File: src/huffman_code_bit_packer_macros.svh
// Assertion helpers shared by the packer blocks.
// Both expect signals named clk and rst_n in the scope where they are used.
`ifndef HUFFMAN_CODE_BIT_PACKER_MACROS_SVH
`define HUFFMAN_CODE_BIT_PACKER_MACROS_SVH

// The consequent must hold in the same cycle as the antecedent.
`define HCBP_ASSERT_IMP(lbl, ante, cons, msg) \
  lbl: assert property (@(posedge clk) disable iff (!rst_n) (ante) |-> (cons)) \
    else $error(msg);

// The consequent must hold in the cycle after the antecedent.
`define HCBP_ASSERT_NXT(lbl, ante, cons, msg) \
  lbl: assert property (@(posedge clk) disable iff (!rst_n) (ante) |=> (cons)) \
    else $error(msg);

`endif

File: src/hcbp_pkg.sv
`timescale 1ns / 1ps

package hcbp_pkg;

  // Fixed field widths of the channel words.
  localparam int unsigned SYM_W      = 8;
  localparam int unsigned CODE_IN_W  = 32;
  localparam int unsigned LEN_IN_W   = 6;
  localparam int unsigned BYTE_W     = 8;
  // Leftover bits held between words, and the width of their count.
  localparam int unsigned PEND_W     = 7;
  localparam int unsigned PCNT_W     = 3;

  // Request codes carried by the input word.
  typedef enum logic [1:0] {
    REQ_LOAD   = 2'd0,
    REQ_ENCODE = 2'd1,
    REQ_FINISH = 2'd2
  } req_t;

  // Control of the word that has left the table stage.
  typedef struct packed {
    logic vld;
    logic enc;
    logic fin;
  } item_ctl_t;

endpackage

File: src/hcbp_packer.sv
`timescale 1ns / 1ps

`include "huffman_code_bit_packer_macros.svh"

module hcbp_packer #(
  parameter int CODE_W = 32,
  parameter int LEN_W  = 6
) (
  input  logic                         clk,
  input  logic                         rst_n,
  input  hcbp_pkg::item_ctl_t          ctl,
  input  logic [CODE_W-1:0]            code,
  input  logic [LEN_W-1:0]             len,
  output logic                         take,
  output logic                         out_valid,
  input  logic                         out_stall,
  output logic [hcbp_pkg::BYTE_W-1:0]  out_byte,
  output logic                         out_last
);

  localparam int ACC_W = CODE_W + hcbp_pkg::PEND_W;
  localparam int TOT_W = $clog2(ACC_W + 1);
  localparam logic [TOT_W-1:0] TOT_BYTE = TOT_W'(hcbp_pkg::BYTE_W);

  logic [ACC_W-1:0]                acc_r, acc_nxt;
  logic [TOT_W-1:0]                tot_r, tot_nxt;
  logic                            fin_r, fin_nxt;
  logic [hcbp_pkg::PCNT_W-1:0]     fcnt_r, fcnt_nxt;
  logic                            out_valid_r;
  logic [hcbp_pkg::BYTE_W-1:0]     out_byte_r;
  logic                            out_last_r;

  logic                            has_byte;
  logic                            busy;
  logic                            out_free;
  logic                            emit;
  logic [TOT_W-1:0]                tot_left;
  logic [ACC_W-1:0]                shifted;
  logic                            last_now;
  logic                            free_after;
  logic [hcbp_pkg::PCNT_W-1:0]     rtot;
  logic [hcbp_pkg::PEND_W-1:0]     rbits;
  logic                            nop;
  logic                            take_work;

  // Byte extraction: the oldest complete byte sits just above the newer bits.
  assign has_byte = tot_r >= TOT_BYTE;
  assign busy     = has_byte || fin_r;
  assign out_free = !out_valid_r || !out_stall;
  assign emit     = busy && out_free;
  assign tot_left = tot_r - TOT_BYTE;
  assign shifted  = acc_r >> tot_left;
  assign last_now = has_byte ? ((tot_left < TOT_BYTE) && !fin_r) : 1'b1;

  // The accumulator is free for a new word once this cycle's byte is its last.
  assign free_after = !busy || (emit && last_now);

  // Leftover bits as they stand after this cycle's emission.
  always_comb begin
    if (!busy) begin
      rtot = tot_r[hcbp_pkg::PCNT_W-1:0];
    end else if (has_byte) begin
      rtot = tot_left[hcbp_pkg::PCNT_W-1:0];
    end else begin
      rtot = '0;
    end
  end
  assign rbits = acc_r[hcbp_pkg::PEND_W-1:0] & ~({hcbp_pkg::PEND_W{1'b1}} << rtot);

  // Words that change nothing here pass straight through.
  assign nop       = !ctl.enc && !ctl.fin;
  assign take      = ctl.vld && (nop || free_after);
  assign take_work = take && !nop;

  // Accumulator update: emission first, then a newly taken word on top.
  always_comb begin
    acc_nxt  = acc_r;
    tot_nxt  = tot_r;
    fin_nxt  = fin_r;
    fcnt_nxt = fcnt_r;
    if (emit) begin
      if (has_byte) begin
        tot_nxt = tot_left;
      end else begin
        fin_nxt = 1'b0;
      end
    end
    if (take && ctl.enc) begin
      acc_nxt = (ACC_W'(rbits) << len) | ACC_W'(code);
      tot_nxt = TOT_W'(rtot) + TOT_W'(len);
    end else if (take && ctl.fin) begin
      fin_nxt  = 1'b1;
      fcnt_nxt = '0 - rtot;
      if (rtot != '0) begin
        acc_nxt = ACC_W'(hcbp_pkg::BYTE_W'({rbits, 1'b0} << (3'd7 - rtot)));
        tot_nxt = TOT_BYTE;
      end else begin
        tot_nxt = '0;
      end
    end
  end

  // Accumulator state.
  always_ff @(posedge clk) begin
    if (!rst_n) begin
      tot_r <= '0;
      fin_r <= 1'b0;
    end else begin
      tot_r <= tot_nxt;
      fin_r <= fin_nxt;
    end
  end

  always_ff @(posedge clk) begin
    acc_r  <= acc_nxt;
    fcnt_r <= fcnt_nxt;
  end

  // Output register parts the accumulator from the downstream stall.
  always_ff @(posedge clk) begin
    if (!rst_n) begin
      out_valid_r <= 1'b0;
    end else if (emit) begin
      out_valid_r <= 1'b1;
    end else if (!out_stall) begin
      out_valid_r <= 1'b0;
    end
  end

  always_ff @(posedge clk) begin
    if (emit) begin
      out_byte_r <= has_byte ? shifted[hcbp_pkg::BYTE_W-1:0]
                             : hcbp_pkg::BYTE_W'(fcnt_r);
      out_last_r <= last_now;
    end
  end

  assign out_valid = out_valid_r;
  assign out_byte  = out_byte_r;
  assign out_last  = out_last_r;

  `HCBP_ASSERT_IMP(a_fin_pad, fin_r, (tot_r == '0) || (tot_r == TOT_BYTE), "finish holds more than one padded byte")
  `HCBP_ASSERT_NXT(a_idle_after_last, emit && last_now && !take_work, !busy, "packer still busy after its last byte")

endmodule

File: config.mk
export PLATFORM = sky130hd
export DESIGN_NAME = hcbp_packer
export DESIGN_NICKNAME = d
export VERILOG_FILES = /design/src/hcbp_pkg.sv /design/src/hcbp_packer.sv
export VERILOG_INCLUDE_DIRS = /design/src /design/src/src
export SDC_FILE = /design/constraint.sdc
export NUM_CORES = 1
export LEC_CHECK = 0
export ABC_AREA = 1
export BUFFER_PORTS_ARGS = -buffer_cell sky130_fd_sc_hd__buf_4
export CORE_UTILIZATION = 37
export DETAILED_ROUTE_END_ITERATION = 7
export PLACE_DENSITY_LB_ADDON = 0.3
export SYNTH_ARGS = -nofsm -noshare
export SYNTH_HDL_FRONTEND = slang
export SYNTH_SLANG_ARGS = --single-unit
File: constraint.sdc
create_clock -name clk -period 6.8 [get_ports clk]
set_clock_uncertainty 0.15 [all_clocks]
set_input_delay 0.34 -clock clk [delete_from_list [all_inputs] [get_ports clk]]
set_output_delay 0.34 -clock clk [all_outputs]
set_load 0.02 [all_outputs]
==> run metrics, run 1 <==
PortBufs=54; Yosys reg bits=between 50 and 60; mean post-synth cell area=approximately 6.6 um^2; Internal=approximately 1200 uW; post-synth top area cell=edfxtp_1; TNS Setup=0 ps; P_sw=around 830 uW; Post-synth ARST share=0%; final setup fails=0; Hold WC Path Type=in2reg; RSZ-0062 raised after global routing=false; Ys Warns=0; PwrDens=approximately 340 nW/um^2; top-area cell type share of the netlist area=between 30% and 40%; Remaining DRCs=0; share of cells above drive strength 1=between 10% and 20%; Design Area, Final=around 6000 um^2; Clock Sinks=approximately 60; Pre-Repair DR Iteration Count=6; Mapped Cells=a little under 800; Cells after DPL=around 960; sw frac=between 40% and 50%; CTS tree=yes; Die Wd=around 120 um; n_diodes=0; Yosys cell types=between 40 and 50; initial core utilization=a little under two fifths; remaining antenna violation count=0; Pwr Total=~2000 uW; top cell types by occurrence after synthesis=nand2_1 (273), nand3_1 (98), inv_1 (66); Storage cell area=about 1700 um^2; CTS HTree Levels=3; pin count of the biggest net entering global routing=49; first-pass GRT wire length=approximately 25000 um; Clock power frac=26.8%; cts repair resizes=0; count leader, synth=nand2_1; DP Area=about 5500 um^2; GPL Wtd Cong=about 0.95; clk buf depth=2; DR vias/cell=around 5.3; Logic pwr share=between 40% and 50%; # hold bufs at CTS=0; fmax=roughly 0.27 GHz; clock-pin slew on the worst setup and hold paths=50 ps; Core Footprint=roughly 13000 um^2; Max VDD drop=~0.00014 V; vias in the first global route=between 4k and 5k; Worst-Margin Slew=between 1000 and 1500 ps; Critical Path End Type=register; remaining global-route overflow=0; synth top area cells=edfxtp_1 (30%), nand2_1 (20%), nand3_1 (9.7%); Layout area overhead=16.10%; Critical Path Start Type=register; sequential power share=between 20% and 30%; Fillers=1418; Non-Filler Instances=980; number of antenna violations at the first check in global routing=0; clk root buf=clkbuf_16; Skew-Pair Late Insertion Delay=about 330 ps; Num CTS Buffers=9; peak fanout along the critical path=29; Final Cycle Share=approximately 55%; row count=42; Layout Nets=roughly 850; worst path arrival time=~3800 ps; initial drt markers=472; crit path time final=about 3800 ps; top_reg_cell synth=edfxtp_1; kind of critical path=reg2reg; status=finished, final reports clean; die area=14110 um^2; post-CTS setup buffer count=0; Post-Route Utilization=roughly 44%; Post-Syn Area=around 5000 um^2; multi-input gate area in the final layout=approximately 2900 um^2; DRT Wirelength=between 15000 and 20000 um; Max-slew headroom=30.48%; Post-synth EDFFs=51; Die Ht=about 120 um; data required time at the worst endpoint=~6800 ps; total number of vias=roughly 5.2k; max-slew violations=0; syn_nets=roughly 820; WL per Instance=around 16 um; P_leak=between 0.002 and 0.003 uW; GRT Overall Usage=between 20% and 30%; max cap viols=0; I/O pin count=55; hpwl dp=11920 um; post-synthesis sequential area ratio=33.53%; Final Hold Viols=0
-- sequential cells by signal, summed over array words and instances, names as in the netlist --
register / flops
out_valid: 1
out_byte: 8
fin_r: 1
acc_r: 39
tot_r: 6
out_last: 1
fcnt_r: 3
-- final timing paths --
kind	startpoint	depth (start not counted)	to	slack [ps]
hold reg to reg	fin_r	2	fin_r	410
setup / recovery	tot_r[3]	10	acc_r[32]	3030
hold / removal	rst_n	3	tot_r[5]	140
setup reg to reg	tot_r[3]	10	acc_r[32]	3030
-- metal layers --
layer	GRT usage [%]	part of all wire (%)	vias up
li1	-	-	2635
met1	32.25	48	2336
met2	34.50	44	191
met3	2.944	5.8	28
met4	9.177	2.6	0
met5	0	0	-
-- worst max-delay path: stages (launching register included) --
cell,delay (ps)
dfxtp_1,660
inv_1,400
ha_1,590
nand2_4,80
o31ai_2,280
nand2_1,140
a21boi_4,260
nand2_4,270
inv_2,340
nand2_1,210
a21oi_1,200
-- through the flow --
stage | setup WS (ps) | hold WS (ps)
floorplan | 3342 | 328.4
detailed placement | 3038 | 397.0
global route | 2816 | 151.2
CTS | 3017 | 132.3
global placement | 3098 | 396.8
finish | 3029 | 144.2
-- cell usage in the layout, fill, tap and decap left out, types with 2 or more instances in the layout --
cell type	Yosys	routed
o211ai_1	10	10
a21oi_2	4	4
ha_1	7	7
nand3_1	98	98
o21ai_0	65	65
dfxtp_1	8	8
a22o_1	2	2
nand2_1	273	273
or2_2	4	4
a21oi_1	51	51
inv_6	0	2
edfxtp_1	51	51
o221ai_1	3	3
mux2i_1	3	3
buf_4	0	59
bufinv_16	0	3
nor2_1	32	32
clkbuf_16	0	9
clkinv_1	5	5
nand2_4	2	2
nand2_2	4	4
a31oi_1	5	5
inv_1	66	66
nor2_2	2	2
nand4_1	11	11
inv_2	2	2
xor2_1	4	4
-- cell families (layout without fill, tap and decap cells) --
logic type	count (synthesis)	count (layout)	synth area share, %
and+or+nand+nor	433	433	36.78
AOI/OAI and AO/OA	149	149	16.87
buffers and inverters	114	148	9.400
xor gates and xnor gates	4	4	0.6944
adders and majority gates	8	8	2.133
DFF	59	59	33.53
muxes	3	3	0.5953
-- power by group through the flow --
stage / Clock [uW] / Sequential, uW / Combinational (uW)
after global routing: 553 / 584 / 995
final: 535 / 575 / 889
after floorplan: 0 / 600 / 614
after detailed placement: 0 / 582 / 877
after CTS: 539 / 575 / 882
after global placement: 0 / 582 / 880
-- area by class of cell --
class                           instances  share of cell area [%]
Clock buffer                            9                   3.845
Clock inverter                          7                   2.115
Inverter                               73                   4.678
Multi-Input combinational cell        597                   49.16
Sequential cell                        59                   28.88
Tap cell                              176                   3.760
Timing Repair Buffer                   59                   7.562
Note: power is estimated with default switching activity, not from simulation.
==> run 2, diff against run 1 <==
- clock period: 6.8 -> 3.95 ns (I/O delays scaled with it)
==> run 2 against run 1 <==
Compared with the run above: register-to-register slack lost 2500 ps; sequential power increased by 72%; core utilization unchanged; critical path depth did not move; clock power is 61% higher; total power grew 69%; fmax rose by 10%; combinational power is 73% higher; sequential cell count unchanged; via count rose by 1.5%; die area stayed put; largest power group unchanged; highest routed layer unchanged.
==> run metrics, run 2 (synthesis results as in run 1) <==
status=finished, final reports clean; R2R Path Start=tot_r[3]; Die Wd=around 120 um; row count=42; Core Footprint=around 13000 um^2; DRT Wirelength=~15000 um; TNS Setup=0 ps; number of antenna violations at the first check in global routing=0; hpwl dp=between 10000 and 15000 um; clk buf depth=2; Layout Nets=~850; initial core utilization=between 30% and 40%; final setup fails=0; PwrDens=between 500 and 600 nW/um^2; Max-slew headroom=about a quarter; remaining antenna violation count=0; data required time at the worst endpoint=between 3000 and 4000 ps; Worst-Margin Slew=roughly 1100 ps; share of cells above drive strength 1=approximately 12%; first-pass GRT wire length=24420 um; WL per Instance=roughly 16 um; GPL Wtd Cong=approximately 0.98; WHS=1.431 ps; flop-to-flop setup slack=around 520 ps; max cap viols=0; pin count of the biggest net entering global routing=48; CTS HTree Levels=3; most frequent cells in the layout=nand2_1 (273), nand3_1 (98), inv_1 (66), o21ai_0 (65), buf_4 (61); Clock power frac=between 20% and 30%; Max VDD drop=0.0003021 V; Clock Sinks=just under 60; Hold Path Origin=code[0]; crit path time final=about 3400 ps; Critical Path Start Type=register; max-slew violations=0; Critical Path End Type=register; initial drt markers=roughly 470; Hold WC Path Type=in2reg; GRT Overall Usage=22.44%; worst path arrival time=between 3000 and 4000 ps; sequential power share=29.2%; sw frac=between 40% and 50%; RSZ-0062 raised after global routing=false; Most flops, register=acc_r; Internal=slightly below 2000 uW; Logic pwr share=between 40% and 50%; clk root buf=clkbuf_16; max reg flops=39; P_sw=1435 uW; I/O pin count=55; vias in the first global route=around 4.6k; clock-pin slew on the worst setup and hold paths=roughly 60 ps; most common cell after layout, fill and taps aside=nand2_1; total number of vias=5270; Cells after DPL=966; Pwr Total=between 3000 and 4000 uW; Die Ht=about 120 um; P_leak=around 0.0026 uW; die area=14110 um^2; peak fanout along the critical path=29; fmax=~0.3 GHz; WHS Path Cells=2; Pre-Repair DR Iteration Count=5; reg2reg path depth=10; Non-Filler Instances=about 980; post-CTS setup buffer count=0; CTS tree=yes; Num CTS Buffers=9; kind of critical path=reg2reg; Layout area overhead=16.10%; Worst Hold Path EP=acc_r[0]; remaining global-route overflow=0; Critical R2R Capture=acc_r[37]; Worst Setup Slack, final=roughly 520 ps; Skew-Pair Late Insertion Delay=between 300 and 400 ps; Remaining DRCs=0; DR vias/cell=approximately 5.4; PortBufs=54; cts repair resizes=0; Final Hold Viols=0; Place WS=550.2 ps; n_diodes=0; Final Cycle Share=86.81%
run 2: per-layer routing:
metal,global-route usage [%],wire (um)
met4,8.465,521
met3,4.778,1381
met1,32.12,6938
met5,0,0
met2,32.82,6529
run 2: area by class of cell:
cell class	instances	area, um^2
Clock buffer	9	225.2
Clock inverter	7	98.84
Fill cell	1411	7438
Inverter	73	274.0
Multi-Input combinational cell	597	2879
Sequential cell	59	1692
Tap cell	176	220.2
Timing Repair Buffer	62	467.9
run 2: power groups by stage:
stage                     registers, uW  logic, uW  clock network (uW)
after global routing               1010       1710                 895
after floorplan                    1030       1060                   0
final                               989       1540                 861
after CTS                           990       1520                 868
after global placement             1000       1520                   0
after detailed placement           1000       1510                   0
run 2: repair_timing:
item                       CTS  global route
hold buffers                 1             0
setup endpoints to repair    0             0
hold endpoints to repair     2             0
run 2: metrics by stage:
step / instance area, um^2 / util (%)
5_1_grt: 5857 / 44.05
3_5_place_dp: 5523 / 41.54
4_1_cts: 5857 / 44.05
2_1_floorplan: 5045 / -
3_3_place_gp: 5523 / 41.54
6_report: 5857 / 44.05
run 2: worst max-delay path by stage:
stage,startpoint,endpoint,slack (ps),cells after the start
after global routing,tot_r[3],acc_r[37],260,10
final,tot_r[3],acc_r[37],520,10
after floorplan,tot_r[3],acc_r[0],490,10
after detailed placement,tot_r[3],acc_r[37],550,10
after global placement,tot_r[3],acc_r[37],620,10
after CTS,tot_r[3],acc_r[37],530,10
run 2: critical path, cell delays in order (launching register included):
cell and delay, ps:
dfxtp_1 650, inv_1 130, ha_1 510, nand2_4 80, o31ai_2 290, nand2_1 140, a21boi_4 250, nand2_4 260
inv_2 330, nand2_1 230, a21oi_1 230
==> run 3, diff against run 2 <==
- CORE_ASPECT_RATIO: default -> 0.5
==> run 3 against run 2 <==
Compared with the run above: sequential cell count unchanged; via count increased by 0.85%; final area about the same; die area increased by 0.20%; non-clock buffer count increased by 2; combinational power about the same; critical path depth unchanged; highest routed layer unchanged.
==> run metrics, run 3 (synthesis results as in run 1) <==
CTS tree=yes; Num CTS Buffers=9; most frequent cells in the layout=nand2_1 (273), nand3_1 (98), inv_1 (66), o21ai_0 (65), buf_4 (61); max-slew violations=0; RSZ-0062 raised after global routing=false; Fillers=1364; clk buf depth=2; Critical Path Start Type=register; total number of vias=about 5.3k; R2R Path Start=tot_r[3]; flop-to-flop setup slack=approximately 460 ps; Die Wd=about 170 um; Worst Setup Slack, final=between 400 and 500 ps; max cap viols=0; # hold bufs at CTS=3; Final Cycle Share=~88%; vias in the first global route=4633; Skew-Pair Late Insertion Delay=between 300 and 400 ps; cts repair resizes=0; crit path time final=around 3500 ps; clk root buf=clkbuf_16; Worst-Margin Slew=1107 ps; Logic pwr share=46.0%; GRT Overall Usage=roughly a quarter; first-pass GRT wire length=~26000 um; Clock Sinks=59; peak fanout along the critical path=29; WHS Path Cells=3; row count=29; Place WS=around 500 ps; DRT Wirelength=16360 um; Pwr Total=3402 uW; P_leak=0.002638 uW; Storage cell area=1692 um^2; Layout Nets=856; share of cells above drive strength 1=12.48%; Internal=1905 uW; Max VDD drop=0.0002595 V; sw frac=44.00%; Die Ht=about 85 um; clock-pin slew on the worst setup and hold paths=60 ps; Clock power frac=between 20% and 30%; kind of critical path=reg2reg; fmax=~0.29 GHz; PortBufs=54; most common cell after layout, fill and taps aside=nand2_1; status=finished, final reports clean; Pre-Repair DR Iteration Count=6; GPL Wtd Cong=0.9356; Hold Path Origin=code[27]; cell breakdown of the critical path=inv_1, ha_1, nand2_4, o31ai_2, nand2_1, a21boi_4, nand2_4, inv_2, nand2_1, a21oi_1; remaining global-route overflow=0; reg2reg path depth=10; sequential power share=around 30%; multi-input gate area in the final layout=2879 um^2; initial core utilization=38.84%; Final Hold Viols=0; PwrDens=581.3 nW/um^2; CTS HTree Levels=3; post-CTS setup buffer count=0; P_sw=1497 uW; Hold WC Path Type=in2reg; Worst Hold Path EP=acc_r[27]; Max-slew headroom=about a quarter; max reg flops=39; n_diodes=0; final setup fails=0; data required time at the worst endpoint=3950 ps; pin count of the biggest net entering global routing=between 40 and 50; die area=~14000 um^2; TNS Setup=0 ps; WL per Instance=about 17 um; DR vias/cell=between 5 and 6; Slowest-stage cell, CP=dfxtp_1; number of antenna violations at the first check in global routing=0; Critical R2R Capture=acc_r[36]; Core Footprint=about 13000 um^2; Most flops, register=acc_r; Critical Path End Type=register; Remaining DRCs=0; remaining antenna violation count=0; hpwl dp=roughly 13000 um; CP max stage delay=between 600 and 700 ps; I/O pin count=55; initial drt markers=560; worst path arrival time=~3500 ps; Layout area overhead=16.00%
## run 3: cell types whose count changed in the layout (fill, tap and decap cells not counted), sizes merged
cell / change
inv: +2
clkinvlp: +1
bufinv: -1
clkinv: -2
dlygate4sd3: +2
## run 3: area by class of cell
class                      instances  share of cell area (%)
clock inverter                     7                   1.390
tap                              170                   3.635
sequential                        59                   28.91
multi-input combinational        597                   49.20
timing repair buffer              64                   8.339
clock buffer                       9                   3.849
inverter                          73                   4.682
## run 3: critical path, delay by kind of cell (launching register included)
kind | cells | cell delay, ps
buf+inv | 2 | 450
simple gates | 4 | 710
fa+ha+maj | 1 | 500
compound gates | 3 | 800
flops | 1 | 660
## run 3: per-layer routing
layer	track usage [%]	routed length, um	vias up
li1	-	-	2648
met1	38.05	8630	2433
met2	33.89	6408	212
met3	3.913	1150	22
met4	5.254	172	0
met5	0	0	-
## run 3: worst max-delay path by stage
stage	cells past startpoint	endpoint	startpoint
after global routing	10	acc_r[36]	tot_r[3]
after CTS	10	acc_r[32]	tot_r[3]
after floorplan	10	acc_r[0]	tot_r[3]
final	10	acc_r[36]	tot_r[3]
after detailed placement	10	acc_r[32]	tot_r[3]
after global placement	10	acc_r[32]	tot_r[3]
## run 3: power by group through the flow
stage | clock [uW] | combinational [uW] | sequential [uW]
final | 828 | 1570 | 1010
after global routing | 853 | 1760 | 1020
after CTS | 829 | 1550 | 1010
after detailed placement | 0 | 1540 | 1020
after global placement | 0 | 1550 | 1020
after floorplan | 0 | 1060 | 1030
## run 3: per-stage QoR
step | instance area [um^2] | hold slack (ps) | std cells | utilization [%]
after floorplan | 5045 | 185.9 | 770 | -
after global placement | 5515 | 330.0 | 960 | 42.46
after detailed placement | 5515 | 328.9 | 960 | 42.46
after CTS | 5852 | 2.656 | 979 | 45.05
after global routing | 5852 | 23.58 | 979 | 45.05
final | 5852 | 2.651 | 979 | 45.05
